===== src/rtl/ddo_pkg.sv =====
// ----------------------------------------------------------------------------
// ddo_pkg
// Shared types, constants and helpers of the wheel odometry block.
// ----------------------------------------------------------------------------
package ddo_pkg;

    localparam int MUL_W = 34;
    localparam int PROD_W = 2 * MUL_W;

    localparam logic signed [31:0] TWO_PI_Q28 = 32'sd1686629713;
    localparam logic signed [31:0] PI_Q28 = 32'sd843314856;
    localparam logic signed [31:0] HALF_PI_Q28 = 32'sd421657428;
    localparam logic signed [31:0] CORDIC_GAIN_Q28 = 32'sd163008219;

    localparam int MOD_STEPS = 24;

    typedef enum logic [1:0] {
        CFG_DIST_PER_TICK = 2'd0,
        CFG_INV_WHEEL_SEP = 2'd1,
        CFG_LIN_GAIN = 2'd2,
        CFG_ANG_GAIN = 2'd3
    } t_cfg_idx;

    typedef enum logic [3:0] {
        ST_IDLE,
        ST_DIST,
        ST_TURN_A,
        ST_TURN_B,
        ST_LIN_FILT,
        ST_ANG_FILT,
        ST_HEAD_SET,
        ST_HEAD_MOD,
        ST_HEAD_FIN,
        ST_CORD_INIT,
        ST_CORD,
        ST_POS_X,
        ST_POS_Y,
        ST_DONE
    } t_state;

    function automatic logic signed [31:0] atan_q28(input logic [4:0] idx);
        case (idx)
            5'd0: atan_q28 = 32'sd210828714;
            5'd1: atan_q28 = 32'sd124459457;
            5'd2: atan_q28 = 32'sd65760959;
            5'd3: atan_q28 = 32'sd33381290;
            5'd4: atan_q28 = 32'sd16755422;
            5'd5: atan_q28 = 32'sd8385879;
            5'd6: atan_q28 = 32'sd4193963;
            5'd7: atan_q28 = 32'sd2097109;
            5'd8: atan_q28 = 32'sd1048571;
            5'd9: atan_q28 = 32'sd524287;
            5'd10: atan_q28 = 32'sd262144;
            5'd11: atan_q28 = 32'sd131072;
            5'd12: atan_q28 = 32'sd65536;
            5'd13: atan_q28 = 32'sd32768;
            5'd14: atan_q28 = 32'sd16384;
            5'd15: atan_q28 = 32'sd8192;
            5'd16: atan_q28 = 32'sd4096;
            5'd17: atan_q28 = 32'sd2048;
            5'd18: atan_q28 = 32'sd1024;
            5'd19: atan_q28 = 32'sd512;
            5'd20: atan_q28 = 32'sd256;
            5'd21: atan_q28 = 32'sd128;
            5'd22: atan_q28 = 32'sd64;
            5'd23: atan_q28 = 32'sd32;
            5'd24: atan_q28 = 32'sd16;
            5'd25: atan_q28 = 32'sd8;
            5'd26: atan_q28 = 32'sd4;
            5'd27: atan_q28 = 32'sd2;
            default: atan_q28 = 32'sd0;
        endcase
    endfunction

    function automatic logic signed [31:0] sat32(input logic signed [PROD_W-1:0] v);
        if (v > $signed(PROD_W'(64'sh7FFFFFFF))) begin
            sat32 = 32'sh7FFFFFFF;
        end else if (v < -$signed(PROD_W'(64'sh80000000))) begin
            sat32 = 32'sh80000000;
        end else begin
            sat32 = v[31:0];
        end
    endfunction

    function automatic logic signed [47:0] sat48(input logic signed [PROD_W-1:0] v);
        if (v > $signed(PROD_W'(64'sh7FFFFFFFFFFF))) begin
            sat48 = 48'sh7FFFFFFFFFFF;
        end else if (v < -$signed(PROD_W'(64'sh800000000000))) begin
            sat48 = 48'sh800000000000;
        end else begin
            sat48 = v[47:0];
        end
    endfunction

endpackage


===== src/rtl/ddo_in_if.sv =====
// ----------------------------------------------------------------------------
// ddo_in_if
// Request channel: wheel tick deltas and time step.
// ----------------------------------------------------------------------------
interface ddo_in_if;
    logic               valid;
    logic               ready;
    logic signed [15:0] left_delta;
    logic signed [15:0] right_delta;
    logic [15:0]        time_step;

    modport source (output valid, output left_delta, output right_delta,
                    output time_step, input ready);
    modport sink (input valid, input left_delta, input right_delta,
                  input time_step, output ready);
endinterface


===== src/rtl/ddo_out_if.sv =====
// ----------------------------------------------------------------------------
// ddo_out_if
// Result channel: pose, filtered rates and tick totals.
// ----------------------------------------------------------------------------
interface ddo_out_if;
    logic               valid;
    logic               ready;
    logic signed [47:0] pos_x;
    logic signed [47:0] pos_y;
    logic signed [30:0] heading_angle;
    logic signed [31:0] linear_rate;
    logic signed [31:0] angular_rate;
    logic signed [31:0] left_total;
    logic signed [31:0] right_total;

    modport source (output valid, output pos_x, output pos_y, output heading_angle,
                    output linear_rate, output angular_rate, output left_total,
                    output right_total, input ready);
    modport sink (input valid, input pos_x, input pos_y, input heading_angle,
                  input linear_rate, input angular_rate, input left_total,
                  input right_total, output ready);
endinterface


===== src/rtl/ddo_mul.sv =====
// ----------------------------------------------------------------------------
// ddo_mul
// Bit-serial signed multiplier, one multiplier bit per cycle.
// ----------------------------------------------------------------------------
module ddo_mul (
    input  logic                                  i_clk,
    input  logic                                  i_rst_n,
    input  logic                                  i_start,
    input  logic signed [ddo_pkg::MUL_W-1:0]      i_a,
    input  logic signed [ddo_pkg::MUL_W-1:0]      i_b,
    output logic                                  o_done,
    output logic signed [ddo_pkg::PROD_W-1:0]     o_p
);
    localparam int CW = $clog2(ddo_pkg::MUL_W);

    logic                            r_busy;
    logic                            r_done;
    logic [CW-1:0]                   r_cnt;
    logic signed [ddo_pkg::MUL_W-1:0] r_a;
    logic [ddo_pkg::MUL_W-1:0]       r_hi;
    logic [ddo_pkg::MUL_W-1:0]       r_lo;
    logic [ddo_pkg::MUL_W:0]         n_sum;
    logic [ddo_pkg::MUL_W:0]         w_addend;
    logic                            w_last;

    always_comb begin
        w_last = (r_cnt == CW'(ddo_pkg::MUL_W - 1));
        if (!r_lo[0]) begin
            w_addend = '0;
        end else if (w_last) begin
            w_addend = -{r_a[ddo_pkg::MUL_W-1], r_a};
        end else begin
            w_addend = {r_a[ddo_pkg::MUL_W-1], r_a};
        end
        n_sum = {r_hi[ddo_pkg::MUL_W-1], r_hi} + w_addend;
    end

    always_ff @(posedge i_clk) begin
        if (!i_rst_n) begin
            r_busy <= 1'b0;
            r_done <= 1'b0;
            r_cnt <= '0;
        end else begin
            r_done <= 1'b0;
            if (i_start) begin
                r_busy <= 1'b1;
                r_cnt <= '0;
                r_a <= i_a;
                r_hi <= '0;
                r_lo <= i_b;
            end else if (r_busy) begin
                r_hi <= n_sum[ddo_pkg::MUL_W:1];
                r_lo <= {n_sum[0], r_lo[ddo_pkg::MUL_W-1:1]};
                r_cnt <= r_cnt + 1'b1;
                if (w_last) begin
                    r_busy <= 1'b0;
                    r_done <= 1'b1;
                end
            end
        end
    end

    assign o_done = r_done;
    assign o_p = {r_hi, r_lo};
endmodule


===== src/rtl/ddo_div.sv =====
// ----------------------------------------------------------------------------
// ddo_div
// Restoring unsigned divider, 32 by 16 bits, one quotient bit per cycle.
// ----------------------------------------------------------------------------
module ddo_div (
    input  logic        i_clk,
    input  logic        i_rst_n,
    input  logic        i_start,
    input  logic [31:0] i_num,
    input  logic [15:0] i_den,
    output logic        o_busy,
    output logic [31:0] o_quo
);
    logic        r_busy;
    logic [4:0]  r_cnt;
    logic [31:0] r_q;
    logic [15:0] r_rem;
    logic [15:0] r_den;
    logic [16:0] n_rem2;
    logic        n_fit;

    always_comb begin
        n_rem2 = {r_rem, r_q[31]};
        n_fit = (n_rem2 >= {1'b0, r_den});
    end

    always_ff @(posedge i_clk) begin
        if (!i_rst_n) begin
            r_busy <= 1'b0;
            r_cnt <= '0;
        end else begin
            if (i_start) begin
                r_busy <= 1'b1;
                r_cnt <= '0;
                r_q <= i_num;
                r_rem <= '0;
                r_den <= i_den;
            end else if (r_busy) begin
                r_rem <= n_fit ? 16'(n_rem2 - {1'b0, r_den}) : n_rem2[15:0];
                r_q <= {r_q[30:0], n_fit};
                r_cnt <= r_cnt + 1'b1;
                if (r_cnt == 5'd31) begin
                    r_busy <= 1'b0;
                end
            end
        end
    end

    assign o_busy = r_busy;
    assign o_quo = r_q;
endmodule


===== src/rtl/diff_drive_odometry.sv =====
// ----------------------------------------------------------------------------
// diff_drive_odometry
// Differential-drive wheel odometry with filtered rates and CORDIC pose update.
// ----------------------------------------------------------------------------
// Usage:
//   i_req carries one request per encoder sample: left and right tick deltas
//   and the time step. o_res returns one result per request: x/y position,
//   heading, filtered linear and angular rate and both tick totals.
//   Registers are written through i_cfg_we / i_cfg_idx / i_cfg_data while idle
//   by the user; the block itself does not enforce this.
// Processing:
//   One request at a time. Seven products pass a shared bit-serial multiplier;
//   heading reduction runs overlapped with two rate dividers, and CORDIC runs
//   CORDIC_STEPS iterations.
// Reset:
//   Totals, heading, position and filters clear; registers take their defaults.
// Stall:
//   A finished result waits in the output register; the next request is taken
//   meanwhile and its result holds until the receiver takes the first.
// ----------------------------------------------------------------------------
module diff_drive_odometry #(
    parameter int CORDIC_STEPS = 16
) (
    input  logic        i_clk,
    input  logic        i_rst_n,
    input  logic        i_cfg_we,
    input  logic [1:0]  i_cfg_idx,
    input  logic [23:0] i_cfg_data,
    ddo_in_if.sink      i_req,
    ddo_out_if.source   o_res
);
    localparam int IW = (CORDIC_STEPS > 1) ? $clog2(CORDIC_STEPS) : 1;
    localparam int PW = ddo_pkg::PROD_W;
    localparam int MW = ddo_pkg::MUL_W;

    ddo_pkg::t_state r_state, n_state;

    logic [23:0] r_dpt, r_iws;
    logic [16:0] r_lgain, r_again;

    logic signed [15:0] r_l, r_r;
    logic [15:0]        r_dt;
    logic signed [31:0] r_lsum, r_rsum, r_heading, r_lf, r_af, r_dist, r_turn;
    logic signed [47:0] r_x, r_y;
    logic signed [MW-1:0] r_ta;
    logic signed [53:0] r_turn28;
    logic               r_mneg;
    logic [54:0]        r_rem, r_modv;
    logic [4:0]         r_k;
    logic signed [31:0] r_cx, r_cy, r_cz;
    logic               r_cneg;
    logic [IW-1:0]      r_it;
    logic signed [31:0] r_lr, r_ar;
    logic               r_mwait;

    logic               r_ovalid;
    logic signed [47:0] r_ox, r_oy;
    logic signed [30:0] r_oh;
    logic signed [31:0] r_olr, r_oar, r_olt, r_ort;

    logic                 mul_start, mul_done, mul_state;
    logic signed [MW-1:0] mul_a, mul_b;
    logic signed [PW-1:0] mul_p;
    logic                 ldiv_busy, adiv_busy, div_start;
    logic [31:0]          ldiv_q, adiv_q;

    logic signed [16:0] w_lr_sum, w_lr_diff;
    logic signed [54:0] w_hsum;
    logic signed [31:0] w_sin, w_cos, w_h0, w_h, w_ysh, w_xsh, w_atan;
    logic [30:0]        w_rem31;

    always_comb begin
        w_lr_sum = 17'(r_l) + 17'(r_r);
        w_lr_diff = 17'(r_l) - 17'(r_r);
        w_hsum = 55'(r_heading) + 55'(r_turn28);
        w_sin = r_cneg ? -r_cy : r_cy;
        w_cos = r_cneg ? -r_cx : r_cx;
        w_rem31 = r_rem[30:0];
        if (r_mneg && (w_rem31 != '0)) begin
            w_h0 = ddo_pkg::TWO_PI_Q28 - $signed({1'b0, w_rem31});
        end else begin
            w_h0 = $signed({1'b0, w_rem31});
        end
        w_h = (w_h0 > ddo_pkg::PI_Q28) ? (w_h0 - ddo_pkg::TWO_PI_Q28) : w_h0;
        w_ysh = r_cy >>> r_it;
        w_xsh = r_cx >>> r_it;
        w_atan = ddo_pkg::atan_q28(5'(r_it));
    end

    always_comb begin
        mul_state = 1'b1;
        mul_a = '0;
        mul_b = '0;
        case (r_state)
            ddo_pkg::ST_DIST: begin
                mul_a = MW'(w_lr_sum);
                mul_b = MW'({1'b0, r_dpt});
            end
            ddo_pkg::ST_TURN_A: begin
                mul_a = MW'(w_lr_diff);
                mul_b = MW'({1'b0, r_dpt});
            end
            ddo_pkg::ST_TURN_B: begin
                mul_a = r_ta;
                mul_b = MW'({1'b0, r_iws});
            end
            ddo_pkg::ST_LIN_FILT: begin
                mul_a = MW'(r_dist) - MW'(r_lf);
                mul_b = MW'({1'b0, r_lgain});
            end
            ddo_pkg::ST_ANG_FILT: begin
                mul_a = MW'(r_turn) - MW'(r_af);
                mul_b = MW'({1'b0, r_again});
            end
            ddo_pkg::ST_POS_X: begin
                mul_a = MW'(r_dist);
                mul_b = MW'(w_sin);
            end
            ddo_pkg::ST_POS_Y: begin
                mul_a = MW'(r_dist);
                mul_b = MW'(w_cos);
            end
            default: mul_state = 1'b0;
        endcase
        mul_start = mul_state && !r_mwait;
    end

    ddo_mul u_mul (
        .i_clk   (i_clk),
        .i_rst_n (i_rst_n),
        .i_start (mul_start),
        .i_a     (mul_a),
        .i_b     (mul_b),
        .o_done  (mul_done),
        .o_p     (mul_p)
    );

    assign div_start = (r_state == ddo_pkg::ST_HEAD_SET);

    ddo_div u_ldiv (
        .i_clk   (i_clk),
        .i_rst_n (i_rst_n),
        .i_start (div_start),
        .i_num   (r_lf[31] ? 32'(-r_lf) : 32'(r_lf)),
        .i_den   (r_dt),
        .o_busy  (ldiv_busy),
        .o_quo   (ldiv_q)
    );

    ddo_div u_adiv (
        .i_clk   (i_clk),
        .i_rst_n (i_rst_n),
        .i_start (div_start),
        .i_num   (r_af[31] ? 32'(-r_af) : 32'(r_af)),
        .i_den   (r_dt),
        .o_busy  (adiv_busy),
        .o_quo   (adiv_q)
    );

    always_ff @(posedge i_clk) begin
        if (!i_rst_n) begin
            r_state <= ddo_pkg::ST_IDLE;
        end else begin
            r_state <= n_state;
        end
    end

    always_comb begin
        n_state = r_state;
        case (r_state)
            ddo_pkg::ST_IDLE: if (i_req.valid) n_state = ddo_pkg::ST_DIST;
            ddo_pkg::ST_DIST: if (mul_done) n_state = ddo_pkg::ST_TURN_A;
            ddo_pkg::ST_TURN_A: if (mul_done) n_state = ddo_pkg::ST_TURN_B;
            ddo_pkg::ST_TURN_B: if (mul_done) n_state = ddo_pkg::ST_LIN_FILT;
            ddo_pkg::ST_LIN_FILT: if (mul_done) n_state = ddo_pkg::ST_ANG_FILT;
            ddo_pkg::ST_ANG_FILT: if (mul_done) n_state = ddo_pkg::ST_HEAD_SET;
            ddo_pkg::ST_HEAD_SET: n_state = ddo_pkg::ST_HEAD_MOD;
            ddo_pkg::ST_HEAD_MOD: if (r_k == '0) n_state = ddo_pkg::ST_HEAD_FIN;
            ddo_pkg::ST_HEAD_FIN: begin
                if (!ldiv_busy && !adiv_busy) n_state = ddo_pkg::ST_CORD_INIT;
            end
            ddo_pkg::ST_CORD_INIT: n_state = ddo_pkg::ST_CORD;
            ddo_pkg::ST_CORD: begin
                if (r_it == IW'(CORDIC_STEPS - 1)) n_state = ddo_pkg::ST_POS_X;
            end
            ddo_pkg::ST_POS_X: if (mul_done) n_state = ddo_pkg::ST_POS_Y;
            ddo_pkg::ST_POS_Y: if (mul_done) n_state = ddo_pkg::ST_DONE;
            ddo_pkg::ST_DONE: if (!r_ovalid || o_res.ready) n_state = ddo_pkg::ST_IDLE;
            default: n_state = ddo_pkg::ST_IDLE;
        endcase
    end

    always_ff @(posedge i_clk) begin
        if (!i_rst_n) begin
            r_dpt <= 24'd65536;
            r_iws <= 24'd655360;
            r_lgain <= 17'd32768;
            r_again <= 17'd32768;
            r_lsum <= '0;
            r_rsum <= '0;
            r_heading <= '0;
            r_x <= '0;
            r_y <= '0;
            r_lf <= '0;
            r_af <= '0;
            r_mwait <= 1'b0;
            r_ovalid <= 1'b0;
        end else begin
            if (i_cfg_we) begin
                case (ddo_pkg::t_cfg_idx'(i_cfg_idx))
                    ddo_pkg::CFG_DIST_PER_TICK: r_dpt <= i_cfg_data;
                    ddo_pkg::CFG_INV_WHEEL_SEP: r_iws <= i_cfg_data;
                    ddo_pkg::CFG_LIN_GAIN: r_lgain <= i_cfg_data[16:0];
                    ddo_pkg::CFG_ANG_GAIN: r_again <= i_cfg_data[16:0];
                    default: ;
                endcase
            end
            if (mul_start) begin
                r_mwait <= 1'b1;
            end else if (mul_done) begin
                r_mwait <= 1'b0;
            end
            if (o_res.valid && o_res.ready && (r_state != ddo_pkg::ST_DONE)) begin
                r_ovalid <= 1'b0;
            end

            case (r_state)
                ddo_pkg::ST_IDLE: begin
                    if (i_req.valid) begin
                        r_l <= i_req.left_delta;
                        r_r <= i_req.right_delta;
                        r_dt <= i_req.time_step;
                        r_lsum <= r_lsum + 32'(i_req.left_delta);
                        r_rsum <= r_rsum + 32'(i_req.right_delta);
                    end
                end
                ddo_pkg::ST_DIST: if (mul_done) r_dist <= ddo_pkg::sat32(mul_p >>> 9);
                ddo_pkg::ST_TURN_A: if (mul_done) r_ta <= mul_p[MW+7:8];
                ddo_pkg::ST_TURN_B: begin
                    if (mul_done) begin
                        r_turn28 <= mul_p[57:4];
                        r_turn <= ddo_pkg::sat32(mul_p >>> 16);
                    end
                end
                ddo_pkg::ST_LIN_FILT: begin
                    if (mul_done) r_lf <= ddo_pkg::sat32((mul_p >>> 16) + PW'(r_lf));
                end
                ddo_pkg::ST_ANG_FILT: begin
                    if (mul_done) r_af <= ddo_pkg::sat32((mul_p >>> 16) + PW'(r_af));
                end
                ddo_pkg::ST_HEAD_SET: begin
                    r_mneg <= w_hsum[54];
                    r_rem <= w_hsum[54] ? 55'(-w_hsum) : 55'(w_hsum);
                    r_modv <= 55'(ddo_pkg::TWO_PI_Q28) << ddo_pkg::MOD_STEPS;
                    r_k <= 5'(ddo_pkg::MOD_STEPS);
                end
                ddo_pkg::ST_HEAD_MOD: begin
                    if (r_rem >= r_modv) r_rem <= r_rem - r_modv;
                    r_modv <= r_modv >> 1;
                    r_k <= r_k - 1'b1;
                end
                ddo_pkg::ST_HEAD_FIN: begin
                    r_heading <= w_h;
                    if (r_dt == '0) begin
                        r_lr <= '0;
                        r_ar <= '0;
                    end else begin
                        r_lr <= r_lf[31] ? 32'(-ldiv_q) : 32'(ldiv_q);
                        r_ar <= r_af[31] ? 32'(-adiv_q) : 32'(adiv_q);
                    end
                end
                ddo_pkg::ST_CORD_INIT: begin
                    r_cx <= ddo_pkg::CORDIC_GAIN_Q28;
                    r_cy <= '0;
                    r_it <= '0;
                    if (r_heading > ddo_pkg::HALF_PI_Q28) begin
                        r_cz <= r_heading - ddo_pkg::PI_Q28;
                        r_cneg <= 1'b1;
                    end else if (r_heading < -ddo_pkg::HALF_PI_Q28) begin
                        r_cz <= r_heading + ddo_pkg::PI_Q28;
                        r_cneg <= 1'b1;
                    end else begin
                        r_cz <= r_heading;
                        r_cneg <= 1'b0;
                    end
                end
                ddo_pkg::ST_CORD: begin
                    if (!r_cz[31]) begin
                        r_cx <= r_cx - w_ysh;
                        r_cy <= r_cy + w_xsh;
                        r_cz <= r_cz - w_atan;
                    end else begin
                        r_cx <= r_cx + w_ysh;
                        r_cy <= r_cy - w_xsh;
                        r_cz <= r_cz + w_atan;
                    end
                    r_it <= r_it + 1'b1;
                end
                ddo_pkg::ST_POS_X: begin
                    if (mul_done) r_x <= ddo_pkg::sat48((mul_p >>> 28) + PW'(r_x));
                end
                ddo_pkg::ST_POS_Y: begin
                    if (mul_done) r_y <= ddo_pkg::sat48((mul_p >>> 28) + PW'(r_y));
                end
                ddo_pkg::ST_DONE: begin
                    if (!r_ovalid || o_res.ready) begin
                        r_ovalid <= 1'b1;
                        r_ox <= r_x;
                        r_oy <= r_y;
                        r_oh <= r_heading[30:0];
                        r_olr <= r_lr;
                        r_oar <= r_ar;
                        r_olt <= r_lsum;
                        r_ort <= r_rsum;
                    end
                end
                default: ;
            endcase
        end
    end

    assign i_req.ready = (r_state == ddo_pkg::ST_IDLE);
    assign o_res.valid = r_ovalid;
    assign o_res.pos_x = r_ox;
    assign o_res.pos_y = r_oy;
    assign o_res.heading_angle = r_oh;
    assign o_res.linear_rate = r_olr;
    assign o_res.angular_rate = r_oar;
    assign o_res.left_total = r_olt;
    assign o_res.right_total = r_ort;

    a_load_from_done: assert property (@(posedge i_clk) disable iff (!i_rst_n)
        $rose(r_ovalid) |-> $past(r_state == ddo_pkg::ST_DONE))
        else $error("result loaded outside done state");

    a_heading_range: assert property (@(posedge i_clk) disable iff (!i_rst_n)
        (r_heading <= ddo_pkg::PI_Q28) && (r_heading >= -ddo_pkg::PI_Q28))
        else $error("heading outside +-pi");

    a_accept_starts: assert property (@(posedge i_clk) disable iff (!i_rst_n)
        (i_req.valid && i_req.ready) |=> (r_state == ddo_pkg::ST_DIST))
        else $error("request accepted without starting");

    a_mul_single: assert property (@(posedge i_clk) disable iff (!i_rst_n)
        mul_start |=> !mul_start)
        else $error("multiplier restarted while busy");
endmodule

===== src/flat_wrapper.sv =====
// flat-port wrapper written by rule: the top's interface ports become plain ports
module diff_drive_odometry_flat 
#(
    parameter int CORDIC_STEPS = 16
)
  (i_clk, i_rst_n, i_cfg_we, i_cfg_idx, i_cfg_data, i_req_valid, i_req_left_delta, i_req_right_delta, i_req_time_step, i_req_ready, o_res_valid, o_res_pos_x, o_res_pos_y, o_res_heading_angle, o_res_linear_rate, o_res_angular_rate, o_res_left_total, o_res_right_total, o_res_ready);
  ddo_in_if i_req_i ();
  ddo_out_if o_res_i ();
  input  logic i_clk;
  input  logic i_rst_n;
  input  logic i_cfg_we;
  input  logic [1:0] i_cfg_idx;
  input  logic [23:0] i_cfg_data;
  input wire logic [$bits(i_req_i.valid)-1:0] i_req_valid;
  input wire logic [$bits(i_req_i.left_delta)-1:0] i_req_left_delta;
  input wire logic [$bits(i_req_i.right_delta)-1:0] i_req_right_delta;
  input wire logic [$bits(i_req_i.time_step)-1:0] i_req_time_step;
  output wire logic [$bits(i_req_i.ready)-1:0] i_req_ready;
  output wire logic [$bits(o_res_i.valid)-1:0] o_res_valid;
  output wire logic [$bits(o_res_i.pos_x)-1:0] o_res_pos_x;
  output wire logic [$bits(o_res_i.pos_y)-1:0] o_res_pos_y;
  output wire logic [$bits(o_res_i.heading_angle)-1:0] o_res_heading_angle;
  output wire logic [$bits(o_res_i.linear_rate)-1:0] o_res_linear_rate;
  output wire logic [$bits(o_res_i.angular_rate)-1:0] o_res_angular_rate;
  output wire logic [$bits(o_res_i.left_total)-1:0] o_res_left_total;
  output wire logic [$bits(o_res_i.right_total)-1:0] o_res_right_total;
  input wire logic [$bits(o_res_i.ready)-1:0] o_res_ready;
  assign i_req_i.valid = i_req_valid;
  assign i_req_i.left_delta = i_req_left_delta;
  assign i_req_i.right_delta = i_req_right_delta;
  assign i_req_i.time_step = i_req_time_step;
  assign i_req_ready = i_req_i.ready;
  assign o_res_valid = o_res_i.valid;
  assign o_res_pos_x = o_res_i.pos_x;
  assign o_res_pos_y = o_res_i.pos_y;
  assign o_res_heading_angle = o_res_i.heading_angle;
  assign o_res_linear_rate = o_res_i.linear_rate;
  assign o_res_angular_rate = o_res_i.angular_rate;
  assign o_res_left_total = o_res_i.left_total;
  assign o_res_right_total = o_res_i.right_total;
  assign o_res_i.ready = o_res_ready;
  diff_drive_odometry #(.CORDIC_STEPS(CORDIC_STEPS)) u_core (.i_clk(i_clk), .i_rst_n(i_rst_n), .i_cfg_we(i_cfg_we), .i_cfg_idx(i_cfg_idx), .i_cfg_data(i_cfg_data), .i_req(i_req_i), .o_res(o_res_i));
endmodule

===== config.mk =====
export PLATFORM = sky130hd
export DESIGN_NAME = diff_drive_odometry_flat
export DESIGN_NICKNAME = d
export VERILOG_FILES = /design/src/rtl/ddo_pkg.sv /design/src/rtl/ddo_in_if.sv /design/src/rtl/ddo_out_if.sv /design/src/rtl/ddo_mul.sv /design/src/rtl/ddo_div.sv /design/src/rtl/diff_drive_odometry.sv /design/src/flat_wrapper.sv
export SDC_FILE = /design/constraint.sdc
export NUM_CORES = 2
export LEC_CHECK = 0
export ABC_AREA = 0
export BUFFER_PORTS_ARGS = -buffer_cell sky130_fd_sc_hd__clkbuf_2
export CAP_MARGIN = 25
export CELL_PAD_IN_SITES_DETAIL_PLACEMENT = 1
export CELL_PAD_IN_SITES_GLOBAL_PLACEMENT = 1
export CORE_MARGIN = 2
export CORE_UTILIZATION = 25
export CTS_CLUSTER_SIZE = 20
export DETAILED_ROUTE_END_ITERATION = 7
export GPL_TIMING_DRIVEN = 0
export PLACE_DENSITY_LB_ADDON = 0.1
export SETUP_SLACK_MARGIN = 0.2
export SLEW_MARGIN = 25
export SYNTH_ARGS = -nofsm -noshare
export SYNTH_HDL_FRONTEND = slang
export SYNTH_SLANG_ARGS = --single-unit

===== constraint.sdc =====
create_clock -name i_clk -period 40.3 [get_ports i_clk]
set_clock_uncertainty 0.05 [all_clocks]
set_input_delay 4.03 -clock i_clk [delete_from_list [all_inputs] [get_ports i_clk]]
set_output_delay 4.03 -clock i_clk [all_outputs]
set_load 0.02 [all_outputs]

==> flow_summary.json <==
{
  "synth-edff-count": 950,
  "cp_common_cell": "buf_2",
  "antenna_found_initial": 46,
  "fin_crit_ns": 8.08,
  "seq_area_sq_mm": 0.0364,
  "finalCritPeriodShare": 0.200,
  "grt_overflow_total": 0,
  "row_count": 223,
  "reg2regPathDepth": 26,
  "ys_seq_area_frac": 0.391,
  "hold_buffers": 0,
  "path_max_fanout": 9,
  "cp_slowest_cell": "nor4_2",
  "vias": 82500,
  "powerDensity_mw_per_mm2": 45.0,
  "async_flop_share": 0,
  "critical_path.startpoint_type": "primary input",
  "fmax_ghz": 0.124,
  "cts_max_level": 4,
  "setup_ws_ns": 32.22,
  "die_width_microns": 614,
  "cts_sinks": 1341,
  "setup-tns-final_ns": 0,
  "globalplace.congestion": 0.903,
  "grt_pass1_vias": 84500,
  "hpwl_mm": 330,
  "dp.cells": 15600,
  "final_cell_area_sq_mm": 0.109,
  "hold_depth": 0,
  "place_ws_ns": 31.16,
  "whs_ns": 0.367,
  "area_growth_pct": 16.9,
  "outcome": "finished, final reports clean",
  "cts_buffers": 183,
  "post_cts_resized": 0,
  "crit_path_cell_trace": "clkbuf_2 > buf_12 > inv_2 > clkbuf_2 > buf_12 > nor4_2 > buf_2 > buf_4 > buf_2 > buf_2 > buf_2 > buf_2 > buf_4 > buf_2 > buf_4 > buf_2 > buf_2 > buf_2",
  "fin_nets": 11600,
  "drt-total-wl_mm": 415,
  "maxSlewViolCount": 0,
  "core_area_sq_mm": 0.369,
  "fillers": 42800,
  "die-area_sq_mm": 0.377,
  "grt_first_pass_wirelength_mm": 599,
  "setup_violations": 0,
  "postCtsSetupRepairBufs": 0,
  "viasPerCell": 5.17,
  "ys_types": 104,
  "max_slew_margin": 0.246,
  "drc": 0,
  "worstSkewPairLatency_ns": 0.93,
  "dpl_cell_area_sq_mm": 0.102,
  "grt_max_degree": 66,
  "min-delay-start": "u_core.r_ar[8]$_SDFFCE_PN0P_",
  "cp.required_ns": 40.86,
  "hold_viol_final": 0,
  "synth_seq_cells": 1341,
  "r2r_end": "u_core.r_cx[31]$_SDFFCE_PN0P_",
  "drv_cap": 0,
  "hp-class": "reg -> reg",
  "crit_path_end_kind": "register",
  "grt_usage": 0.214,
  "initial_utilization": 0.252,
  "instances_no_fill": 15900,
  "cpPeakStageDelay_ns": 0.56,
  "ios": 336,
  "min_to": "u_core.o_res.angular_rate[8]$_DFFE_PP_",
  "synth_top_flop_cell": "edfxtp_1",
  "wl_per_cell_microns": 26.0,
  "arrival_ns": 8.63,
  "synthesis.nets": 10900,
  "syn_area_sq_mm": 0.0929,
  "r2r-start": "u_core.r_it[1]$_DFFE_PP_",
  "power.leakage_nw": 41.6,
  "cts_tree": "yes",
  "critPathKind": "in -> reg",
  "dr.pass1.iters": 6,
  "antenna_left": 0,
  "rrSetupSlack_ns": 32.74,
  "root_buffer": "clkbuf_16",
  "first_iter_violations": 5577,
  "syn-mean-instance-area_sq_um": 9.13,
  "port_buffers": 333,
  "rsz0062_at_grt": "no",
  "die_h_microns": 614,
  "layout-drive-gt1-share": 0.0953,
  "synth-warning-count": 0,
  "cts.path.max_buffers": 4,
  "vdd_drop_max_mv": 0.0313,
  "netlist_instances": 10200,
  "clkTransAtPathRegs_ns": 0.05,
  "tightest_slew_ns": 1.13,
  "multi_input_area_sq_mm": 0.0535
}
-- worst max-delay path by stage --
stage,slack (ns),to,start,depth (start not counted)
4_1_cts,32.14,u_core.o_res.left_total[1]$_DFFE_PP_,i_rst_n,18
3_5_place_dp,31.16,u_core.o_res.left_total[1]$_DFFE_PP_,i_rst_n,18
2_1_floorplan,10.14,u_core.o_res.angular_rate[0]$_DFFE_PP_,i_rst_n,4
5_1_grt,31.97,u_core.o_res.left_total[0]$_DFFE_PP_,i_rst_n,18
6_report,32.22,u_core.o_res.left_total[0]$_DFFE_PP_,i_rst_n,18
3_3_place_gp,-11.53,u_core.o_res.left_total[1]$_DFFE_PP_,i_rst_n,4
-- registers in the layout (all words and copies together), names as in the netlist, 48 cells and up --
signal / count
u_core.r_turn28: 54
u_core.o_res.pos_x: 48
u_core.r_rem: 55
u_core.r_modv: 55
u_core.o_res.pos_y: 48
u_core.r_y: 48
u_core.r_x: 48
-- layout make-up --
class / instances / area share
antenna: 16 / 0.000368
timing repair buffer: 462 / 0.0292
inverter: 397 / 0.0138
sequential: 1341 / 0.335
buffer: 441 / 0.0158
tap: 4950 / 0.0570
clock buffer: 236 / 0.0455
clock inverter: 104 / 0.0111
multi-input combinational: 8000 / 0.493
-- per-layer routing --
metal  GRT usage  vias up  wire length, microns
met3      0.0238      463                 16600
met2       0.349     1647                189000
met4      0.0609        0                 12900
met5           0        -                     0
li1            -    38800                     -
met1       0.298    41500                197000
-- layout by cell type (no fill, tap or decap), types with 51 or more instances in the layout --
cell       instances
a211oi_1          74
a21o_1           296
a21oi_1          973
a222oi_1          51
a31oi_1           85
and2_1            88
and3_1            88
buf_2             66
clkbuf_1         402
clkbuf_16        186
clkbuf_2         357
dfxtp_1          388
edfxtp_1         950
ha_1             658
inv_1            387
mux2i_1           85
mux4_2            57
nand2_1         1115
nand2b_1         136
nand3_1          180
nand4_1          100
nor2_1           820
nor2b_1          101
nor3_1           154
nor4_1            65
o211ai_1          62
o21a_1           100
o21ai_0          735
o21bai_1          89
o22ai_1           58
o31ai_1          107
or2_2             57
or3_1             89
xnor2_1          539
xor2_1           371
-- critical path: cells and delay by family --
| family | cells | cell delay (ns) |
|---|---|---|
| buffers and inverters | 17 | 3.93 |
| and+or+nand+nor | 1 | 0.56 |
-- stage by stage --
step,power [mW],utilization
finish,4.89,0.294
global route,5.13,0.294
CTS,4.96,0.294
detailed placement,3.20,0.277
global placement,3.12,0.273
floorplan,2.55,-
-- logic make-up (layout without fill, tap and decap cells) --
| group | after synthesis | count (layout) | synth area share |
|---|---|---|---|
| compound gates | 3053 | 3053 | 0.207 |
| xor+xnor | 911 | 911 | 0.0859 |
| fa+ha+maj | 726 | 726 | 0.0978 |
| buf+inv | 838 | 1640 | 0.0342 |
| flops | 1341 | 1341 | 0.391 |
| mux | 166 | 166 | 0.0259 |
| other cells | 0 | 16 | 0 |
| simple gates | 3144 | 3144 | 0.158 |
-- power by group --
group	total [mW]	internal (mW)	switching, mW
clock network	1.72	1.01	0.705
registers	1.82	1.60	0.212
logic	1.36	0.473	0.889
-- Yosys cell counts (100+ instances only) --
cell	instances	area (sq um)
xor2_1	371	3250
inv_1	389	1460
dfxtp_1	391	7830
nand2b_1	136	851
o31ai_1	109	818
nand3_1	180	901
clkbuf_1	385	1450
ha_1	658	8230
a21oi_1	973	4870
o21ai_0	735	3680
nand4_1	100	626
a21o_1	296	2220
edfxtp_1	950	28500
nand2_1	1115	4190
xnor2_1	539	4720
nor2b_1	102	638
o21a_1	101	758
nor3_1	159	796
nor2_1	832	3120
Note: power is estimated with default switching activity, not from simulation.
